File: config.mk
export PLATFORM = sky130hd
export DESIGN_NAME = bq_coef_regs
export DESIGN_NICKNAME = d
export VERILOG_FILES = /design/src/design/bq_pkg.sv /design/src/design/bq_coef_regs.sv
export SDC_FILE = /design/constraint.sdc
export NUM_CORES = 1
export LEC_CHECK = 0
export BUFFER_PORTS_ARGS = -buffer_cell sky130_fd_sc_hd__buf_4
export CELL_PAD_IN_SITES_DETAIL_PLACEMENT = 0
export CELL_PAD_IN_SITES_GLOBAL_PLACEMENT = 2
export CORE_MARGIN = 5
export CORE_UTILIZATION = 37
export DETAILED_ROUTE_END_ITERATION = 12
export PLACE_DENSITY_LB_ADDON = 0.15
export SETUP_SLACK_MARGIN = 0.2
export SLEW_MARGIN = 5
export SYNTH_ARGS = -nofsm -noshare
export SYNTH_HDL_FRONTEND = slang
export SYNTH_SLANG_ARGS = --single-unit
File: constraint.sdc
create_clock -name clk -period 2.2 [get_ports clk]
set_input_delay 0.22 -clock clk [delete_from_list [all_inputs] [get_ports clk]]
set_output_delay 0.22 -clock clk [all_outputs]
set_load 0.1 [all_outputs]
File: src/design/bq_pkg.sv
// ----------------------------------------------------------------------------
// bq_pkg: shared types and constants of the biquad filter
// Coefficient set, register indexes, command codes and fixed datapath widths.
// ----------------------------------------------------------------------------
package bq_pkg;

	localparam int COEF_W    = 32;
	localparam int HIST_W    = 32;
	localparam int HIST_FRAC = 16;
	localparam int CFG_IDX_W = 3;
	// wide enough for the exact five-term sum at any sample width up to 32 bits
	localparam int ACC_W     = 66;
	localparam int ACC_LIM_BIT = 61;

	localparam logic [CFG_IDX_W-1:0] CFG_B0 = 3'd0;
	localparam logic [CFG_IDX_W-1:0] CFG_B1 = 3'd1;
	localparam logic [CFG_IDX_W-1:0] CFG_B2 = 3'd2;
	localparam logic [CFG_IDX_W-1:0] CFG_A1 = 3'd3;
	localparam logic [CFG_IDX_W-1:0] CFG_A2 = 3'd4;

	localparam logic CMD_PRIME  = 1'b0;
	localparam logic CMD_FILTER = 1'b1;

	// low-pass defaults, Q2.30
	localparam logic signed [COEF_W-1:0] RST_B0 = 32'sd259157;
	localparam logic signed [COEF_W-1:0] RST_B1 = 32'sd518315;
	localparam logic signed [COEF_W-1:0] RST_B2 = 32'sd259157;
	localparam logic signed [COEF_W-1:0] RST_A1 = -32'sd2099788036;
	localparam logic signed [COEF_W-1:0] RST_A2 = 32'sd1027081299;

	typedef struct packed {
		logic signed [COEF_W-1:0] b0;
		logic signed [COEF_W-1:0] b1;
		logic signed [COEF_W-1:0] b2;
		logic signed [COEF_W-1:0] a1;
		logic signed [COEF_W-1:0] a2;
	} bq_coef_t;

endpackage

File: src/design/bq_coef_regs.sv
// ----------------------------------------------------------------------------
// bq_coef_regs: coefficient register file
// Five Q2.30 coefficients, written by index, reset to the low-pass set.
// ----------------------------------------------------------------------------
module bq_coef_regs
	import bq_pkg::*;
(
	input  logic                 clk,
	input  logic                 arst_n,
	input  logic                 wr_en,
	input  logic [CFG_IDX_W-1:0] wr_index,
	input  logic [COEF_W-1:0]    wr_data,
	output bq_coef_t             coef
);

	bq_coef_t coef_q;

	always_ff @(posedge clk or negedge arst_n) begin
		if (!arst_n) begin
			coef_q.b0 <= RST_B0;
			coef_q.b1 <= RST_B1;
			coef_q.b2 <= RST_B2;
			coef_q.a1 <= RST_A1;
			coef_q.a2 <= RST_A2;
		end else if (wr_en) begin
			unique case (wr_index)
				CFG_B0:  coef_q.b0 <= wr_data;
				CFG_B1:  coef_q.b1 <= wr_data;
				CFG_B2:  coef_q.b2 <= wr_data;
				CFG_A1:  coef_q.a1 <= wr_data;
				CFG_A2:  coef_q.a2 <= wr_data;
				default: ;
			endcase
		end
	end

	assign coef = coef_q;

endmodule

# Word level (Yosys, flattened, before mapping)
# Cells that the tools add are included.
totals:
  ff_bits: 160
  latch_bits: 0
  ramBits: 0
  rom_bits: 0
  n_memories: 0
op_classes:
  addsub: 0
  mul: 0
  div: 0
  n_lt_le_gt_ge: 0
  eq_ne: 4
  shifts: 0
  mux: 0
  bitwise: 0
  n_reduce_logical: 6
ops:
  columns: ["op", "n"]
  rows:
  - ["$reduce_and A2 Y1", 5]
  - ["$eq A3 B2 Y1 const B", 2]
  - ["$eq A3 B1 Y1 const B", 1]
  - ["$eq A3 B3 Y1 const B", 1]
  - ["$logic_not A3 Y1", 1]

# Depth between registers and ports, before layout
# Gate-level depths: netlist of the first run.
depth:
  depth_word: 2
  depth_mapped: 4
  ltp_nobuf: 2

# Least setup slack after synthesis of the first run
# Ideal clock, no wire load.
synth_timing:
  kind: "register -> register"
  start: "reg coef[14] (netlist name)"
  end: "reg coef_q, in the netlist coef[14]"
  setup_ns: 0.128
  arrival_time_ns: 1.152
  slack_ns: 0.920
  stages_incl_launch_ff: 2
  path_buffers: 0
  period_less_slack_ns: 1.280
  cell_sequence: "dfrtp_1 mux2_1"
synth_rtl:
  columns: ["element", "line_no", "text"]
  rows:
  - ["end: declaration", "bq_coef_regs.sv:16", "bq_coef_t coef_q;"]

# Worst setup path after layout of the first run
layout_timing:
  start: "reg coef_q, in the netlist coef[142]"
  end: "out coef[142] in the netlist's numbering"
layout_rtl:
  columns: ["element", "line_no", "text"]
  rows:
  - ["end: declaration", "bq_coef_regs.sv:13", "output bq_coef_t coef"]
# No word-level cell between the ends.

==> results of run 1 <==
-- worst paths after layout --
kind                                  from        end  slack [ps]  depth (start not counted)
worst max-delay path             coef[142]  coef[142]         730                          1
worst min-delay path            wr_data[5]    coef[5]          60                          2
worst max register to register    coef[13]   coef[13]        1420                          1
worst min register to register    coef[18]   coef[18]         490                          1
max in group asynchronous           arst_n   coef[81]        1130                          3
min in group asynchronous           arst_n  coef[148]         310                          2
-- cells by family (layout without fill, tap and decap cells) --
group | after synthesis | count (layout) | synth area share [%]
buf+inv | 18 | 240 | 2.701
flops | 160 | 160 | 66.81
mux | 160 | 160 | 29.47
simple gates | 5 | 5 | 1.023
-- through the flow --
step	std cells	setup WS, ps	area (um2)	util (%)
CTS	785	696.7	8482	51.70
floorplan	343	920.0	6115	-
global placement	752	704.3	7890	48.09
global route	785	692.9	8482	51.70
detailed placement	752	659.9	7890	48.09
finish	785	727.0	8482	51.70
-- final cells by class --
cell class,instances,area share [%]
Clock inverter,8,0.9441
Clock buffer,24,5.915
Multi-Input combinational cell,165,22.51
Tap cell,220,3.245
Sequential cell,160,48.16
Timing Repair Buffer,208,19.22
-- per-layer routing --
metal | wire length (um) | global-route usage [%] | vias up
li1 | - | - | 1644
met2 | 7546 | 26.59 | 113
met3 | 1232 | 6.483 | 15
met5 | 0 | 0 | -
met4 | 200 | 5.148 | 0
met1 | 6032 | 19.26 | 1909
-- cells in the final DEF (no fill, tap or decap), drive strengths merged, types with 3 or more instances in the layout --
master    count
clkinvlp      6
clkbuf       24
nor4bb        3
dfrtp        95
dfstp        65
mux2        160
buf         207
==> flow_metrics.py, run 1 <==
metrics = {
    "outcome": {
        "outcome": "completed",
    },
    "sta": {
        "clock_skew_ps": 0,
        "holdWs_ps": 59.04,
        "final_max_slew_viol_count": 0,
        "post-route-min-period_ps": 1473,
        "timing.slew.headroom_pct": 66.37,
        "min_period_over_period_pct": 66.95,
        "setup_viol": 0,
        "finalHoldViolCount": 0,
        "setup_tns_ps": 0,
        "rsz0062_at_grt": "no",
        "fmax_mhz": 678.9,
        "worstMarginPinSlew_ps": 504.5,
    },
    "logic_synthesis": {
        "synth-seq-area-share_pct": 66.81,
        "yosys-top-cells-count": "mux2_2 (148), dfrtp_1 (95), dfstp_2 (65)",
        "synth_nets": 381,
        "yosys_warnings": 0,
        "synthDistinctLibCells": 9,
        "yosys_most_used_dff": "dfrtp_1",
        "synth-seq-cells": 160,
        "synth_top_area_cell": "dfrtp_1",
        "yosysTopAreaCellShare_pct": 38.88,
        "synthTopCellsByArea": "dfrtp_1 (39%), dfstp_2 (28%), mux2_2 (27%)",
        "syn_area_um2": 6115,
        "syn_inst": 343,
        "ys_async_sr_fraction_pct": 100.0,
        "syn_avg_cell_area_um2": 17.83,
        "yosysMostFrequentCell": "mux2_2",
        "synth_edf_count": 0,
    },
    "routing": {
        "wl_per_cell_um": 19.12,
        "drt_first_pass_iters": 4,
        "route.detailed.drc": 0,
        "postRouteAntennaNets": 0,
        "first_iter_violations": 86,
        "route.vias.total": 3681,
        "wl_um": 15010,
        "vias_per_cell": 4.689,
    },
    "placement": {
        "hpwl_um": 10340,
        "port_buffers": 197,
        "gp_congestion": 0.7157,
    },
    "clock_network": {
        "cts_buffer_depth": 2,
        "cts_resized": 0,
        "post-cts-setup-buffer-count": 0,
        "clk_pin_slew_ps": 60,
        "cts_htree_levels": 4,
        "tritoncts": "built",
        "root_buffer": "clkbuf_16",
        "clk_latency_ps": 410,
        "clock-sinks": 160,
        "cts_buffers": 17,
        "cts_hold_buf": 1,
    },
    "finish": {
        "multi_input_area_um2": 1909,
        "diodes": 0,
        "largest_reg_flops": 160,
        "final_layout_size_suffix_gt1_share_pct": 80.35,
        "fill_cells": 1409,
        "fin_nets": 590,
        "syn2layout_area_growth_pct": 38.71,
        "regArea_um2": 4085,
    },
    "die": {
        "start_util_pct": 37.27,
        "coreArea_um2": 16410,
        "die_w_um": 138.6,
        "num_io_pins": 198,
        "design.die.area_um2": 19200,
        "dieHeight_um": 138.6,
        "num_rows": 47,
    },
    "worst_setup_path": {
        "cp_slowest_stage_delay_ps": 550,
        "arrival_ps": 1250,
        "critical_path.max_fanout": 2,
        "setup.worst_path.start_class": "flip-flop",
        "crit_slowest_cell": "dfstp_2",
        "crit_required_ps": 1980,
        "worst-path-buf-inv": 1,
        "crit_family": "flip-flops",
        "crit_type": "flip-flop to output pin",
        "crit_chain": "buf_4",
        "cp-end-kind": "output pin",
    },
    "hold_path": {
        "worstHoldPathType": "input pin to flip-flop",
    },
    "grt": {
        "grt_usage_pct": 16.07,
        "grt_antenna_before_repair": 0,
        "grt_pass1_wl_um": 23940,
        "grt.overflow.total": 0,
        "grt_start_max_net_pins": 53,
        "grt_pass1_vias": 4099,
    },
    "run": {
        "cap_violations": 0,
    },
}
Power of run 1 is left out: the tool's default activity adds up to more than one toggle a clock period on the data nets, which glitch-free logic cannot reach.
==> run 2: changes to the inputs <==
--- a/config.mk
+++ b/config.mk
@@ -9,7 +9,7 @@
 export CELL_PAD_IN_SITES_DETAIL_PLACEMENT = 0
 export CELL_PAD_IN_SITES_GLOBAL_PLACEMENT = 2
 export CORE_MARGIN = 5
-export CORE_UTILIZATION = 37
+export CORE_UTILIZATION = 35
 export DETAILED_ROUTE_END_ITERATION = 12
 export PLACE_DENSITY_LB_ADDON = 0.15
 export SETUP_SLACK_MARGIN = 0.2
==> constraint.sdc (replaced) <==
create_clock -name clk -period 1.38 [get_ports clk]
set_input_delay 0.138 -clock clk [delete_from_list [all_inputs] [get_ports clk]]
set_output_delay 0.138 -clock clk [all_outputs]
set_load 0.1 [all_outputs]
==> run 2 against run 1 <==
Against the previous run: sequential cell count did not move; utilization is 13 points higher; final cell count is 6.1% higher; die area rose by 5.3%; non-clock buffer count grew 43.
==> flow_metrics.py, run 2 (synthesis gave the netlist of run 1 again) <==
metrics = {
    "worst_setup_path": {
        "setup.worst_path.start_class": "flip-flop",
        "crit_family": "flip-flops",
        "crit_chain": "buf_12",
        "r2r_setup_slack_ps": 440,
        "cp_slowest_stage_delay_ps": 570,
        "crit_required_ps": 1240,
        "cp-end-kind": "output pin",
        "arrival_ps": 1170,
        "critical_path.max_fanout": 2,
        "worst-path-buf-inv": 1,
        "startpoint": "coef[70]",
        "r2r_start": "coef[129]",
        "worst_r2r_path_depth": 2,
        "crit_slowest_cell": "dfstp_2",
        "crit_type": "flip-flop to output pin",
        "worstReg2RegEnd": "coef[129]",
    },
    "pwr": {
        "p_leak_nw": 4.684,
        "power.switching_w": 0.01191,
        "vdd_drop_max_v": 0.001474,
        "swShare_pct": 45.59,
        "seqPwrFrac_pct": 28.2,
        "combPwrFrac_pct": 53.1,
        "pwr-share-clk_pct": 18.8,
        "power_density_nw_per_um2": 2345,
        "intPower_w": 0.01421,
    },
    "grt": {
        "grt_pass1_vias": 4361,
        "grt_usage_pct": 16.15,
        "grt_antenna_before_repair": 0,
        "grt_pass1_wl_um": 24940,
        "grt.overflow.total": 0,
        "grt_start_max_net_pins": 38,
    },
    "finish": {
        "regArea_um2": 4204,
        "diodes": 0,
        "finalCoreUtilization_pct": 64.63,
        "fill_cells": 1193,
        "fin_nets": 633,
        "final_common_cell": "buf_12",
        "final_layout_size_suffix_gt1_share_pct": 92.27,
        "largest_reg_flops": 160,
        "final_area_um2": 11140,
        "multi_input_area_um2": 1973,
        "syn2layout_area_growth_pct": 82.20,
        "finalNonFillerCells": 833,
        "final_cell_mix": "buf_12 (164), mux2_2 (131), dfrtp_2 (95), dfstp_2 (65), buf_4 (47)",
    },
    "run": {
        "cap_violations": 0,
    },
    "sta": {
        "holdWs_ps": 198.5,
        "min_period_over_period_pct": 94.84,
        "rsz0062_at_grt": "yes",
        "final_max_slew_viol_count": 0,
        "clock_skew_ps": 0,
        "finalHoldViolCount": 0,
        "fmax_mhz": 764.1,
        "worstMarginPinSlew_ps": 398.0,
        "setup_viol": 0,
        "timing.slew.headroom_pct": 73.47,
        "post-route-min-period_ps": 1309,
    },
    "routing": {
        "first_iter_violations": 66,
        "route.detailed.drc": 0,
        "wl_um": 16320,
        "vias_per_cell": 4.624,
        "wl_per_cell_um": 19.60,
        "route.vias.total": 3852,
        "drt_first_pass_iters": 4,
        "postRouteAntennaNets": 0,
    },
    "placement": {
        "placed_cells": 760,
        "gp_congestion": 0.7233,
        "place_area_um2": 8164,
        "port_buffers": 197,
        "hpwl_um": 10780,
    },
    "clock_network": {
        "clk_latency_ps": 410,
        "root_buffer": "clkbuf_16",
        "clk_pin_slew_ps": 60,
        "cts_htree_levels": 4,
        "cts_buffer_depth": 2,
        "tritoncts": "built",
        "clock-sinks": 160,
        "cts_buffers": 17,
    },
    "die": {
        "num_io_pins": 198,
        "num_rows": 48,
        "design.die.area_um2": 20210,
        "coreArea_um2": 17240,
        "die_w_um": 142.2,
        "dieHeight_um": 142.2,
        "start_util_pct": 35.47,
    },
    "hold_path": {
        "worstHoldPathType": "input pin to asynchronous set/reset pin",
    },
    "outcome": {
        "outcome": "completed",
    },
}
[run 2: how the worst max path moves through the flow]
stage	end	slack [ps]	cells after the start
after detailed placement	coef[149]	-50	4
after global placement	coef[13]	-50	4
after CTS	coef[99]	50	1
after global routing	coef[70]	30	1
final	coef[70]	70	1
after floorplan	coef[154]	180	3
[run 2: power groups by stage]
stage | registers (W) | logic [W] | clock network [W]
floorplan | 0.0145 | 0.00105 | 0
global placement | 0.00680 | 0.0111 | 0
finish | 0.00735 | 0.0139 | 0.00491
detailed placement | 0.00683 | 0.0111 | 0
CTS | 0.00722 | 0.0132 | 0.00504
global route | 0.00749 | 0.0142 | 0.00526
[run 2: per-layer routing]
| metal | track usage, % | vias up | wire length (um) | share of wire (%) |
|---|---|---|---|---|
| li1 | - | 1734 | - | - |
| met4 | 4.899 | 0 | 207 | 1.3 |
| met3 | 6.788 | 15 | 1322 | 8.1 |
| met5 | 0 | - | 0 | 0 |
| met2 | 27.48 | 118 | 8592 | 53 |
| met1 | 18.61 | 1985 | 6201 | 38 |
[run 2: what timing repair did]
action / CTS / global route
endpoints found under the hold margin: 275 / 0
gates resized for setup: 357 / 111
setup endpoints to repair: 160 / 156
setup buffers: 6 / 2
hold buffers: 33 / 0
[run 2: stage by stage]
step           setup TNS (ps)  power, W  setup slack [ps]
3_3_place_gp           -768.4   0.01789            -51.91
6_report                    0   0.02612             71.24
3_5_place_dp            -1394   0.01798            -52.91
2_1_floorplan               0   0.01559             177.3
5_1_grt                     0   0.02690             28.68
4_1_cts                     0   0.02547             51.17
[run 2: cell type report]
type / instances / area share, %
flip-flops and latches: 160 / 37.74
well taps: 225 / 2.527
repair buffers: 251 / 36.31
clock buffers: 23 / 4.672
multi-input cells: 165 / 17.71
clock inverters: 9 / 1.044
Power figures use the tool's default switching activity.
